## src/sv/wbps_pkg.sv

```systemverilog
package wbps_pkg;

	// Fixed geometry of the pattern registers and the result address.
	localparam int unsigned PAT_BYTES  = 16;
	localparam int unsigned LEN_W      = 5;
	localparam int unsigned KIDX_W     = 4;
	localparam int unsigned OUT_ADDR_W = 48;
	localparam int unsigned CFG_IDX_W  = 3;
	localparam int unsigned CFG_DATA_W = 64;

	// Configuration register indexes.
	localparam logic [CFG_IDX_W-1:0] REG_PATTERN_LENGTH = 3'd0;
	localparam logic [CFG_IDX_W-1:0] REG_PATTERN_LOW    = 3'd1;
	localparam logic [CFG_IDX_W-1:0] REG_PATTERN_HIGH   = 3'd2;
	localparam logic [CFG_IDX_W-1:0] REG_WILDCARD_MASK  = 3'd3;
	localparam logic [CFG_IDX_W-1:0] REG_ADDR_ORIGIN    = 3'd4;

	typedef logic [PAT_BYTES-1:0][7:0] pat_bytes_t;
	typedef logic [PAT_BYTES-1:0]      wild_mask_t;
	typedef logic [LEN_W-1:0]          pat_len_t;
	typedef logic [OUT_ADDR_W-1:0]     out_addr_t;

endpackage

```

## src/sv/wbps_if.sv

```systemverilog
interface wbps_byte_if
	import wbps_pkg::*;
();
	logic       valid;
	logic       ready;
	logic [7:0] data_byte;
	logic       last_byte;

	modport source (output valid, output data_byte, output last_byte, input ready);
	modport sink (input valid, input data_byte, input last_byte, output ready);
endinterface

interface wbps_result_if
	import wbps_pkg::*;
();
	logic      valid;
	logic      ready;
	logic      match_found;
	out_addr_t match_address;

	modport source (output valid, output match_found, output match_address, input ready);
	modport sink (input valid, input match_found, input match_address, output ready);
endinterface

interface wbps_cfg_if
	import wbps_pkg::*;
();
	logic                  valid;
	logic                  ready;
	logic [CFG_IDX_W-1:0]  index;
	logic [CFG_DATA_W-1:0] data;

	modport source (output valid, output index, output data, input ready);
	modport sink (input valid, input index, input data, output ready);
endinterface

```

## src/sv/wbps_cell.sv

```systemverilog
module wbps_cell
	import wbps_pkg::*;
#(
	parameter int unsigned INDEX = 0
) (
	input  logic       clk,
	input  logic       arst_n,
	input  logic       shift_en,
	input  logic       clear,
	input  logic [7:0] din,
	input  pat_len_t   pat_len,
	input  pat_bytes_t pat_bytes,
	input  wild_mask_t wild_mask,
	output logic [7:0] hist_q,
	output logic       ok
);

	localparam pat_len_t IDX = LEN_W'(INDEX);

	logic              active;
	pat_len_t          k_full;
	logic [KIDX_W-1:0] k;

	// This cell holds the byte that is INDEX positions older than the newest,
	// so it lines up with pattern byte (length - 1 - INDEX).
	assign active = IDX < pat_len;
	assign k_full = pat_len - IDX - LEN_W'(1);
	assign k      = k_full[KIDX_W-1:0];
	assign ok     = !active || wild_mask[k] || (din == pat_bytes[k]);

	always_ff @(posedge clk or negedge arst_n) begin
		if (!arst_n) begin
			hist_q <= '0;
		end else if (clear) begin
			hist_q <= '0;
		end else if (shift_en) begin
			hist_q <= din;
		end
	end

endmodule

```

## src/sv/wbps_result.sv

```systemverilog
module wbps_result
	import wbps_pkg::*;
#(
	parameter int unsigned ADDRESS_WIDTH = 48
) (
	input  logic                     clk,
	input  logic                     arst_n,
	input  logic                     push,
	input  logic                     found,
	input  logic [ADDRESS_WIDTH-1:0] offset,
	input  out_addr_t                addr_origin,
	output logic                     push_ready,
	wbps_result_if.source            result_out
);

	logic                     valid_s1;
	logic                     found_s1;
	logic [ADDRESS_WIDTH-1:0] offset_s1;
	logic                     valid_s2;
	logic                     found_s2;
	out_addr_t                addr_s2;
	logic                     s2_ready;
	logic [ADDRESS_WIDTH-1:0] sum;

	assign s2_ready   = !valid_s2 || result_out.ready;
	assign push_ready = !valid_s1 || s2_ready;

	// The sum wraps at the scan address width before it is cut to the port width.
	assign sum = ADDRESS_WIDTH'(addr_origin) + offset_s1;

	always_ff @(posedge clk or negedge arst_n) begin
		if (!arst_n) begin
			valid_s1 <= 1'b0;
			valid_s2 <= 1'b0;
		end else begin
			if (push_ready) begin
				valid_s1 <= push;
			end
			if (s2_ready) begin
				valid_s2 <= valid_s1;
			end
		end
	end

	always_ff @(posedge clk) begin
		if (push_ready && push) begin
			found_s1  <= found;
			offset_s1 <= offset;
		end
		if (s2_ready && valid_s1) begin
			found_s2 <= found_s1;
			addr_s2  <= found_s1 ? OUT_ADDR_W'(sum) : '0;
		end
	end

	assign result_out.valid         = valid_s2;
	assign result_out.match_found   = found_s2;
	assign result_out.match_address = addr_s2;

endmodule

```

## src/sv/wildcard_byte_pattern_scan_core.sv

```systemverilog
// Channel     Dir  Payload
// byte_in     in   data_byte[7:0], last_byte
// result_out  out  match_found, match_address[47:0]
// cfg         in   index[2:0], data[63:0] (always ready)
//
// One byte is taken per cycle while the input is not stalled; the compare of
// every history cell against its pattern byte is done in parallel, in the
// cycle the byte arrives. A result passes the match stage, then the address
// add into the output register, before it leaves.
// Reset clears the history, the byte count and the output stages; the
// pattern registers reset to length one and all other fields zero.
// While the output is stalled the first result stage still takes one more
// result; once both stages are full, every byte waits until the output moves.
module wildcard_byte_pattern_scan_core
	import wbps_pkg::*;
#(
	parameter int unsigned PATTERN_MAX   = 16,
	parameter int unsigned ADDRESS_WIDTH = 48
) (
	input  logic          clk,
	input  logic          arst_n,
	wbps_byte_if.sink     byte_in,
	wbps_result_if.source result_out,
	wbps_cfg_if.sink      cfg
);

	localparam int unsigned NCELL = (PATTERN_MAX < PAT_BYTES) ? PATTERN_MAX : PAT_BYTES;
	localparam pat_len_t    NCELL_LEN = LEN_W'(NCELL);

	pat_len_t                 pattern_length_q;
	pat_bytes_t               pattern_q;
	wild_mask_t               wildcard_q;
	out_addr_t                addr_origin_q;
	logic [ADDRESS_WIDTH-1:0] count_q;
	logic                     scan_done_q;

	logic                     in_acc;
	logic                     shift_en;
	logic                     clear;
	logic                     push;
	logic                     push_ready;
	logic                     hit;
	pat_len_t                 len;
	logic [ADDRESS_WIDTH-1:0] count_nxt;
	logic [ADDRESS_WIDTH-1:0] offset;
	logic [NCELL-1:0][7:0]    din;
	logic [NCELL-1:0][7:0]    hist;
	logic [NCELL-1:0]         ok;

	assign cfg.ready = 1'b1;

	always_ff @(posedge clk or negedge arst_n) begin
		if (!arst_n) begin
			pattern_length_q <= LEN_W'(1);
			pattern_q        <= '0;
			wildcard_q       <= '0;
			addr_origin_q    <= '0;
		end else if (cfg.valid) begin
			case (cfg.index)
				REG_PATTERN_LENGTH: pattern_length_q <= cfg.data[LEN_W-1:0];
				REG_PATTERN_LOW:    pattern_q[7:0]   <= cfg.data;
				REG_PATTERN_HIGH:   pattern_q[15:8]  <= cfg.data;
				REG_WILDCARD_MASK:  wildcard_q       <= cfg.data[PAT_BYTES-1:0];
				REG_ADDR_ORIGIN:    addr_origin_q    <= cfg.data[OUT_ADDR_W-1:0];
				default: begin
				end
			endcase
		end
	end

	assign len = (pattern_length_q > NCELL_LEN) ? NCELL_LEN : pattern_length_q;

	assign in_acc   = byte_in.valid && byte_in.ready;
	assign shift_en = in_acc && !scan_done_q;
	// Every accepted last byte ends the scan, whatever else it does.
	assign clear    = in_acc && byte_in.last_byte;

	assign count_nxt = (count_q == '1) ? count_q : count_q + ADDRESS_WIDTH'(1);

	assign din[0] = byte_in.data_byte;
	for (genvar i = 1; i < NCELL; i++) begin : g_link
		assign din[i] = hist[i-1];
	end

	for (genvar i = 0; i < NCELL; i++) begin : g_cell
		wbps_cell #(
			.INDEX(i)
		) u_cell (
			.clk      (clk),
			.arst_n   (arst_n),
			.shift_en (shift_en),
			.clear    (clear),
			.din      (din[i]),
			.pat_len  (len),
			.pat_bytes(pattern_q),
			.wild_mask(wildcard_q),
			.hist_q   (hist[i]),
			.ok       (ok[i])
		);
	end

	assign hit    = (count_nxt >= ADDRESS_WIDTH'(len)) && (&ok);
	assign offset = (len == '0) ? count_nxt - ADDRESS_WIDTH'(1)
	                            : count_nxt - ADDRESS_WIDTH'(len);
	assign push   = shift_en && (hit || byte_in.last_byte);

	// The input stalls whenever the first result stage is full and cannot move on.
	assign byte_in.ready = push_ready;

	always_ff @(posedge clk or negedge arst_n) begin
		if (!arst_n) begin
			count_q     <= '0;
			scan_done_q <= 1'b0;
		end else if (clear) begin
			count_q     <= '0;
			scan_done_q <= 1'b0;
		end else if (shift_en) begin
			count_q <= count_nxt;
			if (hit) begin
				scan_done_q <= 1'b1;
			end
		end
	end

	wbps_result #(
		.ADDRESS_WIDTH(ADDRESS_WIDTH)
	) u_result (
		.clk         (clk),
		.arst_n      (arst_n),
		.push        (push),
		.found       (hit),
		.offset      (offset),
		.addr_origin (addr_origin_q),
		.push_ready  (push_ready),
		.result_out  (result_out)
	);

endmodule

```

## src/flat_wrapper.sv

```systemverilog
// flat-port wrapper written by rule: the top's interface ports become plain ports
module wildcard_byte_pattern_scan_core_flat import wbps_pkg::*;
#(
	parameter int unsigned PATTERN_MAX   = 16,
	parameter int unsigned ADDRESS_WIDTH = 48
)
  (clk, arst_n, byte_in_valid, byte_in_data_byte, byte_in_last_byte, byte_in_ready, result_out_valid, result_out_match_found, result_out_match_address, result_out_ready, cfg_valid, cfg_index, cfg_data, cfg_ready);
  wbps_byte_if byte_in_i ();
  wbps_result_if result_out_i ();
  wbps_cfg_if cfg_i ();
  input  logic clk;
  input  logic arst_n;
  input wire logic [$bits(byte_in_i.valid)-1:0] byte_in_valid;
  input wire logic [$bits(byte_in_i.data_byte)-1:0] byte_in_data_byte;
  input wire logic [$bits(byte_in_i.last_byte)-1:0] byte_in_last_byte;
  output wire logic [$bits(byte_in_i.ready)-1:0] byte_in_ready;
  output wire logic [$bits(result_out_i.valid)-1:0] result_out_valid;
  output wire logic [$bits(result_out_i.match_found)-1:0] result_out_match_found;
  output wire logic [$bits(result_out_i.match_address)-1:0] result_out_match_address;
  input wire logic [$bits(result_out_i.ready)-1:0] result_out_ready;
  input wire logic [$bits(cfg_i.valid)-1:0] cfg_valid;
  input wire logic [$bits(cfg_i.index)-1:0] cfg_index;
  input wire logic [$bits(cfg_i.data)-1:0] cfg_data;
  output wire logic [$bits(cfg_i.ready)-1:0] cfg_ready;
  assign byte_in_i.valid = byte_in_valid;
  assign byte_in_i.data_byte = byte_in_data_byte;
  assign byte_in_i.last_byte = byte_in_last_byte;
  assign byte_in_ready = byte_in_i.ready;
  assign result_out_valid = result_out_i.valid;
  assign result_out_match_found = result_out_i.match_found;
  assign result_out_match_address = result_out_i.match_address;
  assign result_out_i.ready = result_out_ready;
  assign cfg_i.valid = cfg_valid;
  assign cfg_i.index = cfg_index;
  assign cfg_i.data = cfg_data;
  assign cfg_ready = cfg_i.ready;
  wildcard_byte_pattern_scan_core #(.PATTERN_MAX(PATTERN_MAX), .ADDRESS_WIDTH(ADDRESS_WIDTH)) u_core (.clk(clk), .arst_n(arst_n), .byte_in(byte_in_i), .result_out(result_out_i), .cfg(cfg_i));
endmodule
```

## config.mk

```make
export PLATFORM = sky130hd
export DESIGN_NAME = wildcard_byte_pattern_scan_core_flat
export DESIGN_NICKNAME = d
export VERILOG_FILES = /design/src/sv/wbps_pkg.sv /design/src/sv/wbps_if.sv /design/src/sv/wbps_cell.sv /design/src/sv/wbps_result.sv /design/src/sv/wildcard_byte_pattern_scan_core.sv /design/src/flat_wrapper.sv
export SDC_FILE = /design/constraint.sdc
export NUM_CORES = 1
export LEC_CHECK = 0
export ABC_AREA = 0
export BUFFER_PORTS_ARGS = -buffer_cell sky130_fd_sc_hd__buf_2
export CELL_PAD_IN_SITES_DETAIL_PLACEMENT = 0
export CELL_PAD_IN_SITES_GLOBAL_PLACEMENT = 1
export CORE_AREA = 5 5 266 268
export DETAILED_ROUTE_END_ITERATION = 10
export DIE_AREA = 0 0 271 273
export HOLD_SLACK_MARGIN = 0.02
export PLACE_DENSITY = 0.82
export SLEW_MARGIN = 20
export SYNTH_ARGS = -nofsm -noshare
export SYNTH_HDL_FRONTEND = slang
export SYNTH_SLANG_ARGS = --single-unit
```

## constraint.sdc

```tcl
create_clock -name clk -period 11.1 [get_ports clk]
set_clock_uncertainty 0.15 [all_clocks]
set_input_delay 3.33 -clock clk [delete_from_list [all_inputs] [get_ports clk]]
set_output_delay 3.33 -clock clk [all_outputs]
set_load 0.02 [all_outputs]
```

==> metrics <==
placed wire-length estimate=111 mm; # port buffers=131; core area=0.0681 mm2; vias post-DR=30453; area delta synth->final=10.0%; Final Hold Viols=0; layout cells sized above 1=0.198; Worst-path clk slew=60 ps; DR pass1 iterations=7; GRT Total Usage=0.388; synth top area cells=dfrtp_1, edfxtp_1, mux2_2; status=finished clean; Avg Cell Area, Syn=10.1 um2; critical path type=flip-flop to flip-flop; post-synthesis adder-cell area fraction=0.0219; endpoints failing setup=0; sequential-to-total area share from yosys stat=0.360; CTS tree=done; number of synthesized flops with an enable pin=98; RSZ-0062 raised after global routing=false; Yosys cell types=93; total congestion overflow=0; Most common cell on crit path=buf_4; CTS Buf Count=53; post-synth top area share=0.272; DIE HEIGHT=273 um; Worst path depth=19; CP startpoint kind=flip-flop; Leakage Power=15.4 nW; Root Driver=clkbuf_16; Critical Path End Type=flip-flop; PD cells=242 mW/mm2; area share of and/or/nand/nor cells after synthesis=0.122; die width=271 um; largest net degree at the start of global routing=141; crit-path leading delay family=buffers and inverters; antenna violations before repair=11; fill count=6046; Initial Utilization=0.495; TNS Setup=0 ps; critical path data arrival time=7780 ps; fin nets=3506; leading cell types by count after synthesis=dfrtp_1, nand2_1, mux2i_1, mux2_2, nor2_1; multiplexer area fraction after synthesis=0.212; worst min path class=flip-flop to flip-flop; H-tree depth=2; first-pass GRT wire length=212 mm; Yosys reg bits=466; WP data required=11220 ps; YS warnings=0; Clock Tree Buf Depth=3; vias in the first global route=29278; Final Cell Area=0.0371 mm2; DRC=0; Mapped Nets=3493; Inst Count DP=4195; Post-Synth XOR/XNOR Area=0.0776; Buffers & Inverters on Critical Path=6; synthesized instance count=3355; Cells on Worst Hold Path=1; ANT nets after route=0; drt total wl=147 mm; R2R cell count=19; WL/cell=34.3 um; gpl congestion=1.04; most frequent cell after synthesis=dfrtp_1; CTS sink cnt=466; Resized cells post-CTS=0; async set-or-reset flop fraction in the synthesized netlist=0.790; fin util=0.545; worst vdd ir=171 uV; cts hold-fix bufs=0; Cell Area, Synth=0.0337 mm2; Final Slew Violations=0; Seq. cell area=0.0122 mm2; final setup margin=3430 ps; vias per cell=7.08; Place WS=3610 ps; critical path's slowest cell=ha_1; crit-path cells=buf_4, buf_4, nor2b_4, inv_2, ha_1, xnor2_1, buf_4, nor4_1, or2_1, mux4_2, xor2_1, nor4_1, nand4b_1, a221o_1, nor4_1, buf_4, a31oi_2, nor3_2, buf_4; Finished Layout Cells=4302; CP peak stage delay=660 ps; main combinational cell family by area after synthesis=multiplexers; Synth area leader=dfrtp_1; slew margin rel.=0.156; Tcrit/Tclk final=0.691; Synth Area in Compound Gates=0.170; Peak Freq=130 MHz; Worst Max-Slew Pin Slew=1270 ps; row cnt=96; most common flop cell mapped by yosys=dfrtp_1; area of the multi-input gates=0.0205 mm2; I/O pins=133; post-route minimum period=7670 ps; Skew-Pair Late Insertion Delay=650 ps; placed inst area=0.0352 mm2; full die area=0.0740 mm2; Iteration-0 DRC Markers=4430; setup repair bufs after CTS=0; critical path peak fanout=49; Max Cap Viol=0
worst reg2reg max path: stages, from the launching register on:
cell	delay (ps)
dfrtp_2	340
buf_4	490
buf_4	540
nor2b_4	120
inv_2	380
ha_1	670
xnor2_1	150
buf_4	220
nor4_1	430
or2_1	490
mux4_2	600
xor2_1	180
nor4_1	250
nand4b_1	160
a221o_1	360
nor4_1	570
buf_4	250
a31oi_2	130
nor3_2	130
buf_4	590
stage by stage:
stage,total power [mW],hold WS (ps)
final,8.97,345
after global routing,9.29,383
after CTS,8.81,348
after detailed placement,6.92,334
after global placement,6.88,325
after floorplan,5.23,299
placed cells by master (no fill, tap or decap), types with 12 or more instances in the layout:
master	instances
dfrtp_1	365
nand2_1	261
mux2i_1	238
mux2_2	226
nor2_1	212
o21ai_0	159
xor2_1	152
xnor2_1	144
buf_2	132
a22o_1	128
a21oi_1	120
mux4_2	98
edfxtp_1	98
buf_4	75
o22ai_1	70
nand4_1	58
ha_1	55
nand3_1	53
clkbuf_16	53
nor3_1	50
inv_1	46
a21o_1	37
a31oi_1	36
nor4_1	35
nor2b_1	26
a211oi_1	26
a22oi_1	25
a221oi_1	23
o221ai_1	22
a222oi_1	21
nand3b_1	20
and3_1	19
nand2b_1	18
o211ai_1	17
and2_1	16
a32oi_1	16
o31ai_1	15
o2bb2ai_1	13
clkbuf_1	12
final cells by class:
type,count,area share
clock inverter,28,0.0104
tap,882,0.0297
sequential,466,0.328
multi-input combinational,2586,0.553
timing repair buffer,210,0.0345
inverter,51,0.00529
clock buffer,71,0.0392
antenna,8,0.000539
state kept, by name, summed over array words and instances (netlist names), 5 cells and up:
name,flops
u_core.pattern_length_q,5
u_core.g_cell.u_cell.hist_q,120
u_core.addr_origin_q,48
u_core.count_q,48
u_core.wildcard_q,16
u_core.pattern_q,128
u_core.u_result.offset_s1,48
u_core.u_result.result_out.match_address,48
routing by layer:
metal / track usage / share of wire / routed length [um]
met5: 0 / 0.00019 / 28
met4: 0.182 / 0.060 / 8900
met3: 0.107 / 0.11 / 16600
met2: 0.571 / 0.42 / 62400
met1: 0.532 / 0.40 / 59500
logic make-up after synthesis:
logic type / after synthesis
other cells: 1
compound gates: 821
mux: 563
buf+inv: 303
xor+xnor: 298
flops: 466
simple gates: 845
fa+ha+maj: 58
report_power, final:
group / internal [mW] / switching, mW / total, mW
logic: 1.75 / 2.90 / 4.65
clock network: 1.07 / 0.797 / 1.87
registers: 2.01 / 0.425 / 2.44
final timing paths:
| check | startpoint | end | slack [ps] |
|---|---|---|---|
| max | u_core.pattern_length_q[4] | u_core.u_result.offset_s1[42] | 3430 |
| min in group asynchronous | arst_n | u_core.count_q[21] | 2590 |
| min reg2reg | u_core.u_result.valid_s1 | u_core.u_result.result_out.valid | 350 |
| min | u_core.u_result.valid_s1 | u_core.u_result.result_out.valid | 350 |
| max reg2reg | u_core.pattern_length_q[4] | u_core.u_result.offset_s1[42] | 3430 |
| max in group asynchronous | arst_n | u_core.pattern_q[70] | 6610 |
(Power assumes the default switching activity.)
